### src/rtl/core/ds2i_pkg.sv
// Shared types and constants for the decimal string to int64 unit.
// Used by ds2i_accum and decimal_string_to_int64_unit; depends on nothing.
`default_nettype none

package ds2i_pkg;

	typedef enum logic [2:0] {
		ST_OK        = 3'd0,
		ST_EMPTY     = 3'd1,
		ST_INVALID   = 3'd2,
		ST_TOO_LARGE = 3'd3,
		ST_NO_DIGITS = 3'd4
	} status_t;

	localparam logic [7:0] CH_MINUS      = 8'h2D;
	localparam logic [7:0] CH_PLUS       = 8'h2B;
	localparam logic [7:0] CH_UNDERSCORE = 8'h5F;
	localparam logic [7:0] CH_ZERO       = 8'h30;
	localparam logic [7:0] CH_NINE       = 8'h39;

	localparam int MAG_W = 64;

	// Largest magnitude that can still take one more decimal digit in 64 bits.
	localparam logic [MAG_W-1:0] MAG_LIMIT       = 64'd1844674407370955161;
	localparam logic [3:0]       MAG_LIMIT_DIGIT = 4'd5;

	typedef struct packed {
		logic [7:0] char_byte;
		logic       no_char;
		logic       last;
	} item_t;

	typedef struct packed {
		status_t          status;
		logic             negative;
		logic [MAG_W-1:0] magnitude;
	} result_t;

endpackage

`default_nettype wire

### src/rtl/core/ds2i_accum.sv
// Parser state and per-byte update for the decimal string to int64 unit.
// Depends on ds2i_pkg.
`default_nettype none

module ds2i_accum (
	input  wire logic             clk,
	input  wire logic             arst_n,
	input  wire logic             take,
	input  wire ds2i_pkg::item_t  item,
	output ds2i_pkg::result_t     res
);
	import ds2i_pkg::*;

	logic             at_start_q;
	logic             negative_q;
	logic             seen_digit_q;
	logic [MAG_W-1:0] magnitude_q;
	status_t          error_q;

	logic             at_start_n;
	logic             negative_n;
	logic             seen_digit_n;
	logic [MAG_W-1:0] magnitude_n;
	status_t          error_n;

	logic             consume;
	logic [3:0]       digit;
	logic             is_digit;
	logic             overflow;
	logic [MAG_W-1:0] mag_times_ten_plus;

	assign consume  = take && !item.no_char;
	assign digit    = item.char_byte[3:0];
	assign is_digit = (item.char_byte >= CH_ZERO) && (item.char_byte <= CH_NINE);
	assign overflow = (magnitude_q > MAG_LIMIT) ||
		((magnitude_q == MAG_LIMIT) && (digit > MAG_LIMIT_DIGIT));
	// Times ten as (m << 3) + (m << 1), plus the digit.
	assign mag_times_ten_plus = {magnitude_q[MAG_W-4:0], 3'b000} +
		{magnitude_q[MAG_W-2:0], 1'b0} + {{(MAG_W-4){1'b0}}, digit};

	always_comb begin
		at_start_n   = at_start_q;
		negative_n   = negative_q;
		seen_digit_n = seen_digit_q;
		magnitude_n  = magnitude_q;
		error_n      = error_q;
		if (consume) begin
			at_start_n = 1'b0;
			if (error_q == ST_OK) begin
				priority if (at_start_q &&
					(item.char_byte == CH_MINUS || item.char_byte == CH_PLUS)) begin
					negative_n = (item.char_byte == CH_MINUS);
				end else if (item.char_byte == CH_UNDERSCORE) begin
					negative_n = negative_q;
				end else if (!is_digit) begin
					error_n = ST_INVALID;
				end else begin
					seen_digit_n = 1'b1;
					if (overflow) begin
						error_n = ST_TOO_LARGE;
					end else begin
						magnitude_n = mag_times_ten_plus;
					end
				end
			end
		end
	end

	always_comb begin
		res.negative  = negative_n;
		res.magnitude = magnitude_n;
		priority if (error_n != ST_OK) begin
			res.status = error_n;
		end else if (at_start_n) begin
			res.status = ST_EMPTY;
		end else if (!seen_digit_n) begin
			res.status = ST_NO_DIGITS;
		end else if (magnitude_n[MAG_W-1]) begin
			res.status = ST_TOO_LARGE;
		end else begin
			res.status = ST_OK;
		end
	end

	always_ff @(posedge clk or negedge arst_n) begin
		if (!arst_n) begin
			at_start_q   <= 1'b1;
			negative_q   <= 1'b0;
			seen_digit_q <= 1'b0;
			magnitude_q  <= '0;
			error_q      <= ST_OK;
		end else if (take && item.last) begin
			// The string is closed, so every entry returns to its reset value.
			at_start_q   <= 1'b1;
			negative_q   <= 1'b0;
			seen_digit_q <= 1'b0;
			magnitude_q  <= '0;
			error_q      <= ST_OK;
		end else begin
			at_start_q   <= at_start_n;
			negative_q   <= negative_n;
			seen_digit_q <= seen_digit_n;
			magnitude_q  <= magnitude_n;
			error_q      <= error_n;
		end
	end

	a_close_clears: assert property (@(posedge clk) disable iff (!arst_n)
		take && item.last |=> at_start_q && !seen_digit_q && magnitude_q == '0 &&
			error_q == ST_OK)
		else $error("state not cleared after the closing transaction");

	a_error_latched: assert property (@(posedge clk) disable iff (!arst_n)
		error_q != ST_OK && !(take && item.last) |=> $stable(error_q) &&
			$stable(magnitude_q))
		else $error("latched error or magnitude changed");

	a_digit_after_start: assert property (@(posedge clk) disable iff (!arst_n)
		seen_digit_q |-> !at_start_q)
		else $error("digit recorded while still at start of string");

	a_mag_needs_digit: assert property (@(posedge clk) disable iff (!arst_n)
		!seen_digit_q |-> magnitude_q == '0)
		else $error("nonzero magnitude without any digit");

endmodule

`default_nettype wire

### src/rtl/core/decimal_string_to_int64_unit.sv
// An accepted byte is held in the stage-1 register and parsed as it leaves; a closing
// byte's result is registered as it leaves and offered on the result channel.
// Throughput: one byte per cycle; the bound is the 64-bit times-ten-plus-digit update
// of the magnitude register. The input stalls only while a closing byte waits behind
// a held result that the receiver is stalling.
// Reset: arst_n clears both valid flags and the parser state to the start of a string.
// Top level of the decimal string to int64 unit; depends on ds2i_pkg and ds2i_accum.
`default_nettype none

module decimal_string_to_int64_unit (
	input  wire logic                clk,
	input  wire logic                arst_n,
	input  wire logic                char_valid,
	output logic                     char_stall,
	input  wire logic [7:0]          char_byte,
	input  wire logic                no_char,
	input  wire logic                last,
	output logic                     result_valid,
	input  wire logic                result_stall,
	output logic signed [63:0]       value,
	output logic [2:0]               status
);
	import ds2i_pkg::*;

	logic       v_s1_q;
	item_t      item_s1;
	logic       s1_block;
	logic       take;
	result_t    res;

	logic             result_valid_q;
	status_t          status_q;
	logic             negative_q;
	logic [MAG_W-1:0] magnitude_q;

	// A closing byte cannot move on while the previous result still waits.
	assign s1_block   = v_s1_q && item_s1.last && result_valid_q && result_stall;
	assign take       = v_s1_q && !s1_block;
	assign char_stall = s1_block;

	always_ff @(posedge clk or negedge arst_n) begin
		if (!arst_n) begin
			v_s1_q <= 1'b0;
		end else if (!s1_block) begin
			v_s1_q <= char_valid;
		end
	end

	always_ff @(posedge clk) begin
		if (!s1_block && char_valid) begin
			item_s1.char_byte <= char_byte;
			item_s1.no_char   <= no_char;
			item_s1.last      <= last;
		end
	end

	ds2i_accum u_accum (
		.clk    (clk),
		.arst_n (arst_n),
		.take   (take),
		.item   (item_s1),
		.res    (res)
	);

	always_ff @(posedge clk or negedge arst_n) begin
		if (!arst_n) begin
			result_valid_q <= 1'b0;
		end else if (take && item_s1.last) begin
			result_valid_q <= 1'b1;
		end else if (!result_stall) begin
			result_valid_q <= 1'b0;
		end
	end

	always_ff @(posedge clk) begin
		if (take && item_s1.last) begin
			status_q    <= res.status;
			negative_q  <= res.negative;
			magnitude_q <= res.magnitude;
		end
	end

	assign result_valid = result_valid_q;
	assign status       = status_q;

	always_comb begin
		if (status_q != ST_OK) begin
			value = '0;
		end else if (negative_q) begin
			value = $signed(-magnitude_q);
		end else begin
			value = $signed(magnitude_q);
		end
	end

endmodule

`default_nettype wire
### config.mk
export PLATFORM = sky130hd
export DESIGN_NAME = decimal_string_to_int64_unit
export DESIGN_NICKNAME = d
export VERILOG_FILES = /design/src/rtl/core/ds2i_pkg.sv /design/src/rtl/core/ds2i_accum.sv /design/src/rtl/core/decimal_string_to_int64_unit.sv
export SDC_FILE = /design/constraint.sdc
export NUM_CORES = 1
export LEC_CHECK = 0
export BUFFER_PORTS_ARGS = -buffer_cell sky130_fd_sc_hd__buf_2
export CAP_MARGIN = 20
export CELL_PAD_IN_SITES_DETAIL_PLACEMENT = 2
export CELL_PAD_IN_SITES_GLOBAL_PLACEMENT = 2
export CORE_MARGIN = 8
export CORE_UTILIZATION = 42
export DETAILED_ROUTE_END_ITERATION = 10
export PLACE_DENSITY_LB_ADDON = 0.1
export SLEW_MARGIN = 20
export SYNTH_ARGS = -nofsm -noshare
export SYNTH_HDL_FRONTEND = slang
export SYNTH_HIERARCHICAL = 1
export SYNTH_SLANG_ARGS = --single-unit
### constraint.sdc
create_clock -name clk -period 6.6 [get_ports clk]
set_clock_uncertainty 0.1 [all_clocks]
set_input_delay 1.32 -clock clk [delete_from_list [all_inputs] [get_ports clk]]
set_output_delay 1.32 -clock clk [all_outputs]
set_load 0.01 [all_outputs]
---- Word-level counts from Yosys, hierarchy flattened ----
Index checks and enable logic that the tools add are counted.
word-level totals
  input bits .............................. 14
  output and inout port bits .............. 69
  logic and storage cells ................. 76
  register bits after elaboration ......... 150
operators by class
  equality and inequality tests ........... 5
  magnitude comparators ................... 4
  mux-type cells .......................... 34
  reduce and logical (&&, ||, !) cells .... 17
  add/subtract/negate cells ............... 3
operators with widths
  operator                count
  $mux W64                9
  $add A64 B4 Y64         1
  $add A64 B64 Y64        1
  $eq A64 B61 Y1 const B  1
  $gt A64 B61 Y1 const B  1
  $neg A64 Y64            1
  $mux W3                 10
  $eq A8 B6 Y1 const B    2
  $mux W1                 14
  $logic_and A1 B1 Y1     10
  $eq A8 B7 Y1 const B    1
  $ge A8 B6 Y1 const B    1
  $le A8 B6 Y1 const B    1
  $reduce_bool A3 Y1      2
  $gt A4 B3 Y1 const B    1
  $logic_not A3 Y1        1
  $logic_not A1 Y1        2
  $logic_or A1 B1 Y1      2
  $mux W2                 1
  $ne A2 B1 Y1 const B    1

---- Logic depth before layout (Yosys ltp) ----
Gate-level depths: netlist (run 1).
  depth after elaboration ................. 13
  depth in mapped cells ................... 13
  gate-level depth less buffers ........... 13

---- Cells and area by module ----
The synthesis (run 1) kept the hierarchy.
modules (own cells, without submodules)
  module                        area each (µm²)  sequential area each (µm²)  instances  cells an instance
  ds2i_accum                    8353.0           1752.9                      1          1062
  decimal_string_to_int64_unit  4700.8           2392.3                      1          462

---- Least setup slack after synthesis (run 1) ----
No wires, ideal clock.
  kind .................................... in2reg
  from .................................... input result_stall
  to ...................................... register magnitude_q[0] (netlist name)
  library setup time ...................... 0.517 ns
  required time ........................... 5.983 ns
  data arrival time ....................... 4.642 ns
  stages .................................. 1
  path buffers ............................ 0
  setup slack ............................. 1.342 ns
  cells stage by stage .................... a21oi_1
RTL lines
  item             RTL line                            text
  start, declared  decimal_string_to_int64_unit.sv:19  input wire logic result_stall,

==> results.py, run 1 <==
metrics = {
    "setup_path": {
        "critPathArrivalTime_ps": 3640,
        "criticalPathCategory": "reg -> out",
        "reg2reg_depth": 13,
        "end_kind": "output pin",
        "crit_path_start_kind": "flop",
        "required_ps": 5180,
        "crit_path_max_fanout": 8,
    },
    "placed_design": {
        "place_congestion": 0.888,
        "place_hpwl_um": 37200,
        "io_buffer_count": 82,
    },
    "power": {
        "finalPower_mw": 2.37,
        "leakagePower_nw": 6.42,
        "p_per_area_nw_per_um2": 166,
        "ir_drop_v": 0.000169,
    },
    "finish": {
        "nets": 1698,
        "area_growth_pct": 9.54,
        "final_cell_mix": "nand2_1 (183), nor2_1 (128), ha_1 (123)",
        "final_layout_size_suffix_gt1_share_pct": 11.3,
        "multi_input_area_um2": 8430,
        "fillers": 3430,
        "seqCellArea_um2": 4150,
        "layout.cells.most_common": "nand2_1",
        "fin_util_pct": 46.7,
    },
    "grt": {
        "grt_usage_pct": 26.6,
        "grt_max_degree": 100,
        "first_global_vias": 13300,
        "overflow": 0,
        "grt_pass1_wl_um": 77000,
        "grt_antenna_before_repair": 4,
    },
    "logic_synthesis": {
        "ys_types": 91,
        "syn-num-nets": 1663,
        "synthArstFlopShare_pct": 48.0,
        "synth_area_leaders": "edfxtp_1 (18%), dfrtp_1 (14%), ha_1 (12%), nand2_1 (5.3%), a21oi_1 (4.2%)",
        "syn_avg_cell_area_um2": 8.57,
        "synth-main-ff-cell": "edfxtp_1",
        "synth_seq_area_share_pct": 31.8,
        "synth_cells": 1524,
        "synth.top_cell.area_share_pct": 17.9,
        "yosysTopAreaCell": "edfxtp_1",
        "synth_edf_count": 78,
        "ys_ff_latch": 150,
        "yosys_warnings": 6,
        "netlist_area_um2": 13100,
    },
    "clocking": {
        "cts_tree": "built",
        "cts_buffers": 17,
        "cts.clk_slew.worst_paths_ps": 80,
        "ctsRootBufferMaster": "clkbuf_16",
        "clk_path_buf_depth": 2,
        "insertion_delay_ps": 450,
        "cts_hold_buf": 0,
        "cts_resized": 0,
        "cts.sinks": 150,
        "cts_setup_buffers": 0,
        "ctsHtreeMaxLevel": 4,
    },
    "timing": {
        "max_slew.worst_pin.slew_ps": 1100,
        "setup_viol": 0,
        "period_share_pct": 76.7,
        "slew_viol_final": 0,
        "hold_viol_final": 0,
        "max_freq_mhz": 198,
        "rsz0062_at_grt": "no",
        "min_period_ps": 5060,
        "relSlewSlack_pct": 27.0,
        "tns_ps": 0,
    },
    "run": {
        "maxCapViolCount": 0,
    },
    "floorplan": {
        "core-area_um2": 30600,
        "die_area_um2": 37000,
        "die_w_um": 192,
        "design.portCount": 83,
        "dieHeight_um": 192,
        "initial_core_util_pct": 42.7,
        "placementRows": 64,
    },
    "route": {
        "num_vias": 12500,
        "route.detailed.drc": 0,
        "dr.pass1.iters": 5,
        "ant_nets": 0,
        "viasPerCell": 6.34,
        "routed_wl_um": 49000,
        "wl_per_cell_um": 24.9,
        "first_iter_violations": 756,
    },
    "outcome": {
        "status": "complete, no violations",
    },
    "hold_path": {
        "holdPathStages": 2,
        "hp-class": "reg -> reg",
    },
}
[Yosys cell counts (4+ instances only)]
master and number:
nor4_1 23, clkbuf_1 42, o211ai_1 16, xor2_1 41, clkbuf_8 4, nor4b_1 4, nand3_1 46, and2_1 55
buf_2 26, a211oi_1 16, o41ai_1 9, o31ai_1 16, nand2_1 183, or3_1 19, inv_1 31, or4_1 12
ha_1 123, o21ai_1 6, o21ai_0 100, nand4_1 30, and3_1 21, o221ai_1 4, nor2_1 128, or4_4 4
a21boi_0 5, xnor2_1 32, o21ai_2 4, dfrtp_1 71, a21o_1 38, a21oi_1 110, nor3_1 36, o21a_1 5
nand2b_1 24, o21bai_1 15, edfxtp_1 78, nor2b_1 5, mux2i_1 27, a31o_2 7, a31oi_1 27
[per-layer routing]
| layer | vias up | GRT usage, % | wire (um) |
|---|---|---|---|
| met5 | - | 0 | 0 |
| met2 | 321 | 42.2 | 22500 |
| met1 | 6379 | 37.5 | 23300 |
| li1 | 5728 | - | - |
| met4 | 0 | 8.25 | 880 |
| met3 | 55 | 2.95 | 2310 |
[power breakdown]
group          internal, mW  switching [mW]  total, mW
sequential             1.02          0.0410       1.06
combinational         0.101           0.189      0.290
clock                 0.550           0.469       1.02
total                  1.67           0.699       2.37
[cell type report]
class	instances	share of cell area [%]
inverters	33	0.866
multi-input cells	1263	59.0
flip-flops and latches	150	29.0
clock buffers	18	3.07
repair buffers	94	3.52
clock inverters	14	1.10
well taps	396	3.47
diodes	1	0.0175
[worst max-delay path, stage by stage (launching register included)]
cell and delay [ps]:
edfxtp_1 470, inv_1 100, ha_1 200, or4b_4 520
or4_4 600, nor3_1 720, a2111oi_0 240, o21bai_1 210
buf_2 140
[cell families after synthesis]
| family | synth area share, % |
|---|---|
| compound gates | 21.0 |
| simple gates | 24.1 |
| fa+ha+maj | 12.1 |
| mux | 2.24 |
| flops | 31.8 |
| buf+inv | 3.84 |
| xor+xnor | 4.90 |
[path summary, 6_finish.rpt]
path                                             startpoint  slack (ps)                           endpoint
setup / recovery                   magnitude_q[1]$_DFFE_PP_        1540                          value[44]
hold / removal                 u_accum/at_start_q$_DFF_PN1_         480       u_accum/at_start_q$_DFF_PN1_
setup reg to reg           u_accum/magnitude_q[0]$_DFF_PN0_        2110          magnitude_q[61]$_DFFE_PP_
hold reg to reg                u_accum/at_start_q$_DFF_PN1_         480       u_accum/at_start_q$_DFF_PN1_
max in group asynchronous                            arst_n        4660  u_accum/magnitude_q[46]$_DFF_PN0_
min in group asynchronous                            arst_n         720   u_accum/magnitude_q[8]$_DFF_PN0_
[registers in the layout, indices dropped and copies added, names as in the netlist]
register              count
negative_q                1
u_accum/negative_q        1
v_s1_q                    1
status                    3
result_valid              1
u_accum/at_start_q        1
u_accum/seen_digit_q      1
u_accum/magnitude_q      64
item_s1                  10
u_accum/error_q           3
magnitude_q              64
[stage by stage]
stage	hold slack, ps	instances	instance area (um^2)	setup WS [ps]
final	476	1969	14300	1540
after global routing	522	1968	14300	1380
after CTS	470	1968	14300	1540
after detailed placement	447	1936	13700	1840
after global placement	430	1936	13700	2060
after floorplan	371	1524	13100	1340
Note: power is estimated with default switching activity, not from simulation.
==> run 2: changes to the inputs <==
--- a/config.mk
+++ b/config.mk
@@ -5,12 +5,13 @@
 export SDC_FILE = /design/constraint.sdc
 export NUM_CORES = 1
 export LEC_CHECK = 0
+export ABC_AREA = 1
 export BUFFER_PORTS_ARGS = -buffer_cell sky130_fd_sc_hd__buf_2
 export CAP_MARGIN = 20
 export CELL_PAD_IN_SITES_DETAIL_PLACEMENT = 2
 export CELL_PAD_IN_SITES_GLOBAL_PLACEMENT = 2
 export CORE_MARGIN = 8
-export CORE_UTILIZATION = 42
+export CORE_UTILIZATION = 35
 export DETAILED_ROUTE_END_ITERATION = 10
 export PLACE_DENSITY_LB_ADDON = 0.1
 export SLEW_MARGIN = 20
==> constraint.sdc (replaced) <==
create_clock -name clk -period 5.1 [get_ports clk]
set_clock_uncertainty 0.1 [all_clocks]
set_input_delay 1.02 -clock clk [delete_from_list [all_inputs] [get_ports clk]]
set_output_delay 1.02 -clock clk [all_outputs]
set_load 0.01 [all_outputs]
==> run 2 against run 1 <==
  * Critical path depth grew 3
  * Non-clock buffer count shrank 1
  * Cell count up 40%
  * Register-to-register slack got worse by 850 ps
  * Utilization shrank 7.2 points
  * Synthesized cell count is 40% higher
  * Combinational power increased by 24%
  * Flip-flop and latch count did not move
  * Highest routed layer unchanged
==> results.py, run 2 <==
metrics = {
    "power": {
        "p_per_area_nw_per_um2": 204,
        "ir_drop_v": 0.000163,
        "finalPower_mw": 3.21,
        "leakagePower_nw": 7.83,
    },
    "clocking": {
        "cts_tree": "built",
        "ctsRootBufferMaster": "clkbuf_16",
        "cts.clk_slew.worst_paths_ps": 60,
        "cts_buffers": 17,
        "cts.sinks": 150,
        "insertion_delay_ps": 450,
        "cts_setup_buffers": 0,
        "ctsHtreeMaxLevel": 4,
        "cts_resized": 0,
        "clk_path_buf_depth": 2,
        "cts_hold_buf": 0,
    },
    "placed_design": {
        "io_buffer_count": 82,
        "place_hpwl_um": 52800,
        "pre_cts_ws_ps": 1050,
        "place_congestion": 0.921,
    },
    "setup_path": {
        "crit_path_start_kind": "flop",
        "criticalPathCategory": "reg -> reg",
        "cpMaxStageDelayCell": "a21oi_1",
        "crit_buf_inv": 1,
        "crit_path_cell_trace": "ha_1, ha_1, a21oi_1, o21ai_0, a21oi_1, o21ai_0, a21oi_1, a21o_1, nand3_1, nand2_1, inv_1",
        "path_common_cell": "a21oi_1",
        "crit_path_max_fanout": 6,
        "crit_family": "compound AO/OA/AOI/OAI gates",
        "regToRegSetupSlack_ps": 1260,
        "end_kind": "flop",
        "critPathArrivalTime_ps": 3940,
        "critical-path-max-stage-delay_ps": 540,
        "required_ps": 5200,
    },
    "logic_synthesis": {
        "synth_seq_area_share_pct": 29.5,
        "synth_cells": 2131,
        "yosysTopAreaCell": "edfxtp_1",
        "syn-num-nets": 2270,
        "synthTopCellsByCount": "nand2_1 (564), nor2_1 (392), inv_1 (239), a21oi_1 (174), ha_1 (123)",
        "syn_avg_cell_area_um2": 6.60,
        "synth_area_leaders": "edfxtp_1 (17%), nand2_1 (15%), dfrtp_1 (13%), ha_1 (11%), nor2_1 (10%)",
        "synth_edf_count": 78,
        "synth.top_cell.area_share_pct": 16.7,
        "ys_ff_latch": 150,
        "synth-main-ff-cell": "edfxtp_1",
        "yosys_warnings": 6,
        "ys_types": 52,
        "synthArstFlopShare_pct": 48.0,
        "netlist_area_um2": 14100,
        "synth_most_common_cell": "nand2_1",
    },
    "route": {
        "first_iter_violations": 753,
        "route.detailed.drc": 0,
        "routed_wl_um": 63600,
        "num_vias": 15000,
        "viasPerCell": 5.44,
        "dr.pass1.iters": 4,
        "ant_nets": 0,
        "wl_per_cell_um": 23.1,
    },
    "floorplan": {
        "initial_core_util_pct": 35.4,
        "core-area_um2": 39700,
        "dieHeight_um": 216,
        "placementRows": 73,
        "die_area_um2": 46800,
        "design.portCount": 83,
        "die_w_um": 216,
    },
    "timing": {
        "setup_viol": 0,
        "relSlewSlack_pct": 34.6,
        "tns_ps": 0,
        "worst_slack_ps": 1260,
        "max_slew.worst_pin.slew_ps": 981,
        "slew_viol_final": 0,
        "min_period_ps": 3840,
        "period_share_pct": 75.3,
        "hold_viol_final": 0,
        "holdWs_ps": 440,
        "rsz0062_at_grt": "no",
        "max_freq_mhz": 260,
    },
    "finish": {
        "seqCellArea_um2": 4150,
        "nets": 2351,
        "final_layout_size_suffix_gt1_share_pct": 8.04,
        "layout.cells.most_common": "nand2_1",
        "largest_registers": "magnitude_q x64, u_accum/magnitude_q x64, item_s1 x10",
        "final_cell_mix": "nand2_1 (564), nor2_1 (392), inv_1 (239)",
        "area_growth_pct": 11.9,
        "fin_util_pct": 39.6,
        "fillers": 4907,
        "multi_input_area_um2": 8820,
        "diodes": 0,
    },
    "run": {
        "maxCapViolCount": 0,
    },
    "hold_path": {
        "hp-class": "reg -> reg",
    },
    "grt": {
        "grt_pass1_wl_um": 97800,
        "grt_antenna_before_repair": 0,
        "overflow": 0,
        "grt_max_degree": 69,
        "first_global_vias": 16500,
        "grt_usage_pct": 27.0,
    },
    "outcome": {
        "status": "complete, no violations",
    },
}
==> run 2: logic make-up (layout without fill, tap and decap cells) <==
group	Yosys count	count (layout)	share of synthesized area, %
AOI/OAI and AO/OA	357	357	13.9
xor gates and xnor gates	36	36	2.24
adders and majority gates	125	125	11.2
buffers and inverters	279	373	7.90
DFF	150	150	29.5
and+or+nand+nor	1184	1184	35.3
==> run 2: final timing paths <==
check                                                  startpoint                          endpoint  cells after the start
max in group asynchronous                                  arst_n      u_accum/at_start_q$_DFF_PN1_                      2
min in group asynchronous                                  arst_n  u_accum/magnitude_q[7]$_DFF_PN0_                      1
worst min-delay path               u_accum/seen_digit_q$_DFF_PN0_    u_accum/seen_digit_q$_DFF_PN0_                      2
worst max register to register  u_accum/magnitude_q[27]$_DFF_PN0_         magnitude_q[43]$_DFFE_PP_                     11
worst min register to register     u_accum/seen_digit_q$_DFF_PN0_    u_accum/seen_digit_q$_DFF_PN0_                      2
worst max-delay path            u_accum/magnitude_q[27]$_DFF_PN0_         magnitude_q[43]$_DFFE_PP_                     11
==> run 2: power breakdown <==
| part | switching, mW | internal (mW) |
|---|---|---|
| Combinational | 0.258 | 0.102 |
| Sequential | 0.0581 | 1.32 |
| Clock | 0.527 | 0.945 |
| Total | 0.843 | 2.37 |
==> run 2: final cells by class <==
type	count	area share (%)
clock inverter	13	1.43
tap	525	4.18
sequential	150	26.4
multi-input combinational	1702	56.1
timing repair buffer	93	3.15
clock buffer	19	2.89
inverter	248	5.92
==> run 2: worst reg2reg max path, cell delays in order (launching register included) <==
cell and delay (ps):
dfrtp_1 470, ha_1 350, ha_1 420, a21oi_1 390, o21ai_0 210, a21oi_1 540
o21ai_0 240, a21oi_1 430, a21o_1 200, nand3_1 90, nand2_1 110, inv_1 50
==> run 2: per-layer routing <==
| metal | wire (um) | vias up | global-route usage (%) |
|---|---|---|---|
| li1 | - | 7125 | - |
| met3 | 1850 | 68 | 2.47 |
| met5 | 0 | - | 0 |
| met1 | 29600 | 7529 | 35.6 |
| met4 | 1570 | 0 | 8.18 |
| met2 | 30600 | 249 | 46.3 |
==> run 2: stage by stage <==
stage | instance area, um^2 | instances
6_report | 15700 | 2750
3_3_place_gp | 15000 | 2718
4_1_cts | 15700 | 2750
5_1_grt | 15700 | 2750
3_5_place_dp | 15000 | 2718
2_1_floorplan | 14100 | 2131
==> run 3: changes to the inputs <==
--- a/config.mk
+++ b/config.mk
@@ -11,7 +11,7 @@
 export CELL_PAD_IN_SITES_DETAIL_PLACEMENT = 2
 export CELL_PAD_IN_SITES_GLOBAL_PLACEMENT = 2
 export CORE_MARGIN = 8
-export CORE_UTILIZATION = 35
+export CORE_UTILIZATION = 32
 export DETAILED_ROUTE_END_ITERATION = 10
 export PLACE_DENSITY_LB_ADDON = 0.1
 export SLEW_MARGIN = 20
==> constraint.sdc (replaced) <==
create_clock -name clk -period 3.3 [get_ports clk]
set_clock_uncertainty 0.1 [all_clocks]
set_input_delay 0.66 -clock clk [delete_from_list [all_inputs] [get_ports clk]]
set_output_delay 0.66 -clock clk [all_outputs]
set_load 0.01 [all_outputs]
==> run 3 against run 2 <==
  * The run now ends with negative setup slack left
  * Cell count is 7.2% higher
  * Sequential power is 54% higher
  * Critical path type unchanged
  * Hold slack worse by 250 ps
  * Critical path depth is 6 higher
  * Register-to-register slack worse by 1300 ps
  * Die area is 8.7% higher
  * Flip-flop and latch count stayed put
==> results.py, run 3 (synthesized netlist as in run 2, its figures left out) <==
metrics = {
    "outcome": {
        "status": "complete, but fails checks",
        "violations": "negative setup slack",
    },
    "timing": {
        "setup_viol": 1,
        "hold_viol_final": 0,
        "period_share_pct": 101,
        "slew_viol_final": 0,
        "min_period_ps": 3340,
        "rsz0062_at_grt": "yes",
        "tns_ps": -38.2,
        "max_freq_mhz": 300,
        "worst_slack_ps": -38.2,
        "max_slew.worst_pin.slew_ps": 818,
        "holdWs_ps": 187,
        "relSlewSlack_pct": 45.5,
    },
    "finish": {
        "area_growth_pct": 23.5,
        "fin_cells": 2948,
        "nets": 2488,
        "layout.cells.most_common": "nand2_1",
        "final_cell_mix": "nand2_1 (534), nor2_1 (352), inv_1 (238)",
        "fin_util_pct": 40.1,
        "largest_registers": "magnitude_q x64, u_accum/magnitude_q x64, item_s1 x10",
        "fillers": 5226,
        "final_layout_size_suffix_gt1_share_pct": 18.9,
        "final_area_um2": 17400,
    },
    "grt": {
        "overflow": 0,
        "grt_usage_pct": 25.8,
        "grt_antenna_before_repair": 1,
        "grt_pass1_wl_um": 100000,
        "first_global_vias": 16800,
        "grt_max_degree": 69,
    },
    "clocking": {
        "cts_tree": "built",
        "cts.clk_slew.worst_paths_ps": 70,
        "insertion_delay_ps": 450,
        "cts_buffers": 17,
        "cts.sinks": 150,
        "clk_path_buf_depth": 2,
        "ctsRootBufferMaster": "clkbuf_16",
        "ctsHtreeMaxLevel": 4,
    },
    "power": {
        "sw_frac_of_total_pct": 29.7,
        "leakagePower_nw": 8.58,
        "switching_power_mw": 1.44,
        "ir_drop_v": 0.000210,
        "seqPwrFrac_pct": 44.0,
        "comb_power_share_pct": 13.1,
        "p_per_area_nw_per_um2": 278,
        "p_int_mw": 3.39,
        "clkPwrFrac_pct": 42.9,
        "finalPower_mw": 4.82,
    },
    "floorplan": {
        "initial_core_util_pct": 32.5,
        "design.portCount": 83,
        "die_area_um2": 50900,
        "placementRows": 76,
        "die_w_um": 226,
        "core-area_um2": 43300,
        "dieHeight_um": 226,
    },
    "placed_design": {
        "pre_cts_ws_ps": -158,
        "io_buffer_count": 82,
        "placed_area_um2": 16100,
        "place_congestion": 0.949,
        "place_inst": 2895,
        "place_hpwl_um": 55200,
    },
    "route": {
        "dr.pass1.iters": 5,
        "wl_per_cell_um": 22.6,
        "first_iter_violations": 720,
        "num_vias": 15500,
        "top_layer": "met4",
        "routed_wl_um": 66700,
        "route.detailed.drc": 0,
        "viasPerCell": 5.27,
        "wl_met3_um": 1800,
        "wl_met2_um": 32000,
        "wl_met1_um": 30600,
        "ant_nets": 0,
    },
    "run": {
        "maxCapViolCount": 0,
    },
    "setup_path": {
        "criticalPathCategory": "reg -> reg",
        "cp-startpoint": "u_accum/magnitude_q[26]$_DFF_PN0_",
        "r2r-start": "u_accum/magnitude_q[26]$_DFF_PN0_",
        "crit_path_start_kind": "flop",
        "crit_path_max_fanout": 10,
        "critPathArrivalTime_ps": 3400,
        "required_ps": 3370,
        "end_kind": "flop",
    },
    "hold_path": {
        "hp-class": "in -> async",
    },
}
## run 3: changes by cell type in the layout (fill, tap and decap cells not counted), moves of 10 or more
cell / delta
buf_4: +130
nor2_1: -40
nor2_2: +32
nand2_1: -30
nand2_2: +27
o21ai_0: -17
nand3_1: -16
o21ai_1: +14
nand3_2: +13
ha_1: -12
a21oi_1: -10
a21oi_2: +10
## run 3: worst paths after layout
check | end | slack, ps | depth (start not counted)
setup / recovery | magnitude_q[11]$_DFFE_PP_ | -40 | 17
hold / removal | u_accum/magnitude_q[34]$_DFF_PN0_ | 190 | 1
setup reg to reg | magnitude_q[11]$_DFFE_PP_ | -40 | 17
hold reg to reg | u_accum/seen_digit_q$_DFF_PN0_ | 400 | 2
max in group asynchronous | u_accum/magnitude_q[16]$_DFF_PN0_ | 2280 | 2
min in group clk | item_s1[2]$_DFFE_PP_ | 290 | 1
## run 3: timing repair
item                       in CTS  in global routing
setup buffers                   8                 12
setup endpoints to repair      58                 95
hold buffers                    0                  0
pin swaps                       6                 18
gates resized for setup        38                127
## run 3: area by class of cell
cell class	instances	area (um^2)	share of cell area, %
multi-input combinational	1702	9320	53.7
sequential	150	4160	24.0
timing repair buffer	230	1600	9.24
inverter	248	931	5.36
tap	585	732	4.22
clock buffer	17	425	2.45
clock inverter	15	184	1.06
antenna	1	2.50	0.0144
## run 3: power groups by stage
stage,clock [mW],combinational (mW),sequential [mW]
after floorplan,0,0.338,2.13
after global placement,0,0.573,2.16
after detailed placement,0,0.597,2.16
after CTS,2.11,0.610,2.12
after global routing,2.15,0.693,2.13
final,2.07,0.631,2.12
## run 3: per-layer routing
metal / vias to the layer above / GRT usage (%)
li1: 7400 / -
met1: 7796 / 33.8
met2: 264 / 44.6
met3: 81 / 1.78
met4: 0 / 8.91
met5: - / 0
## run 3: worst max-delay path, stage by stage (launching register included)
cell      delay (ps)
dfrtp_1          470
buf_4            190
nor2_1           170
nand2_1          100
nor2_1           170
nand3b_1         160
inv_1            100
nand2_1           60
nand2_1          150
nand2_1           70
nand2_1           80
nand2_2          120
nand2_4          150
nor2_8            60
buf_12           150
buf_4            160
o21ai_1          410
inv_1            170
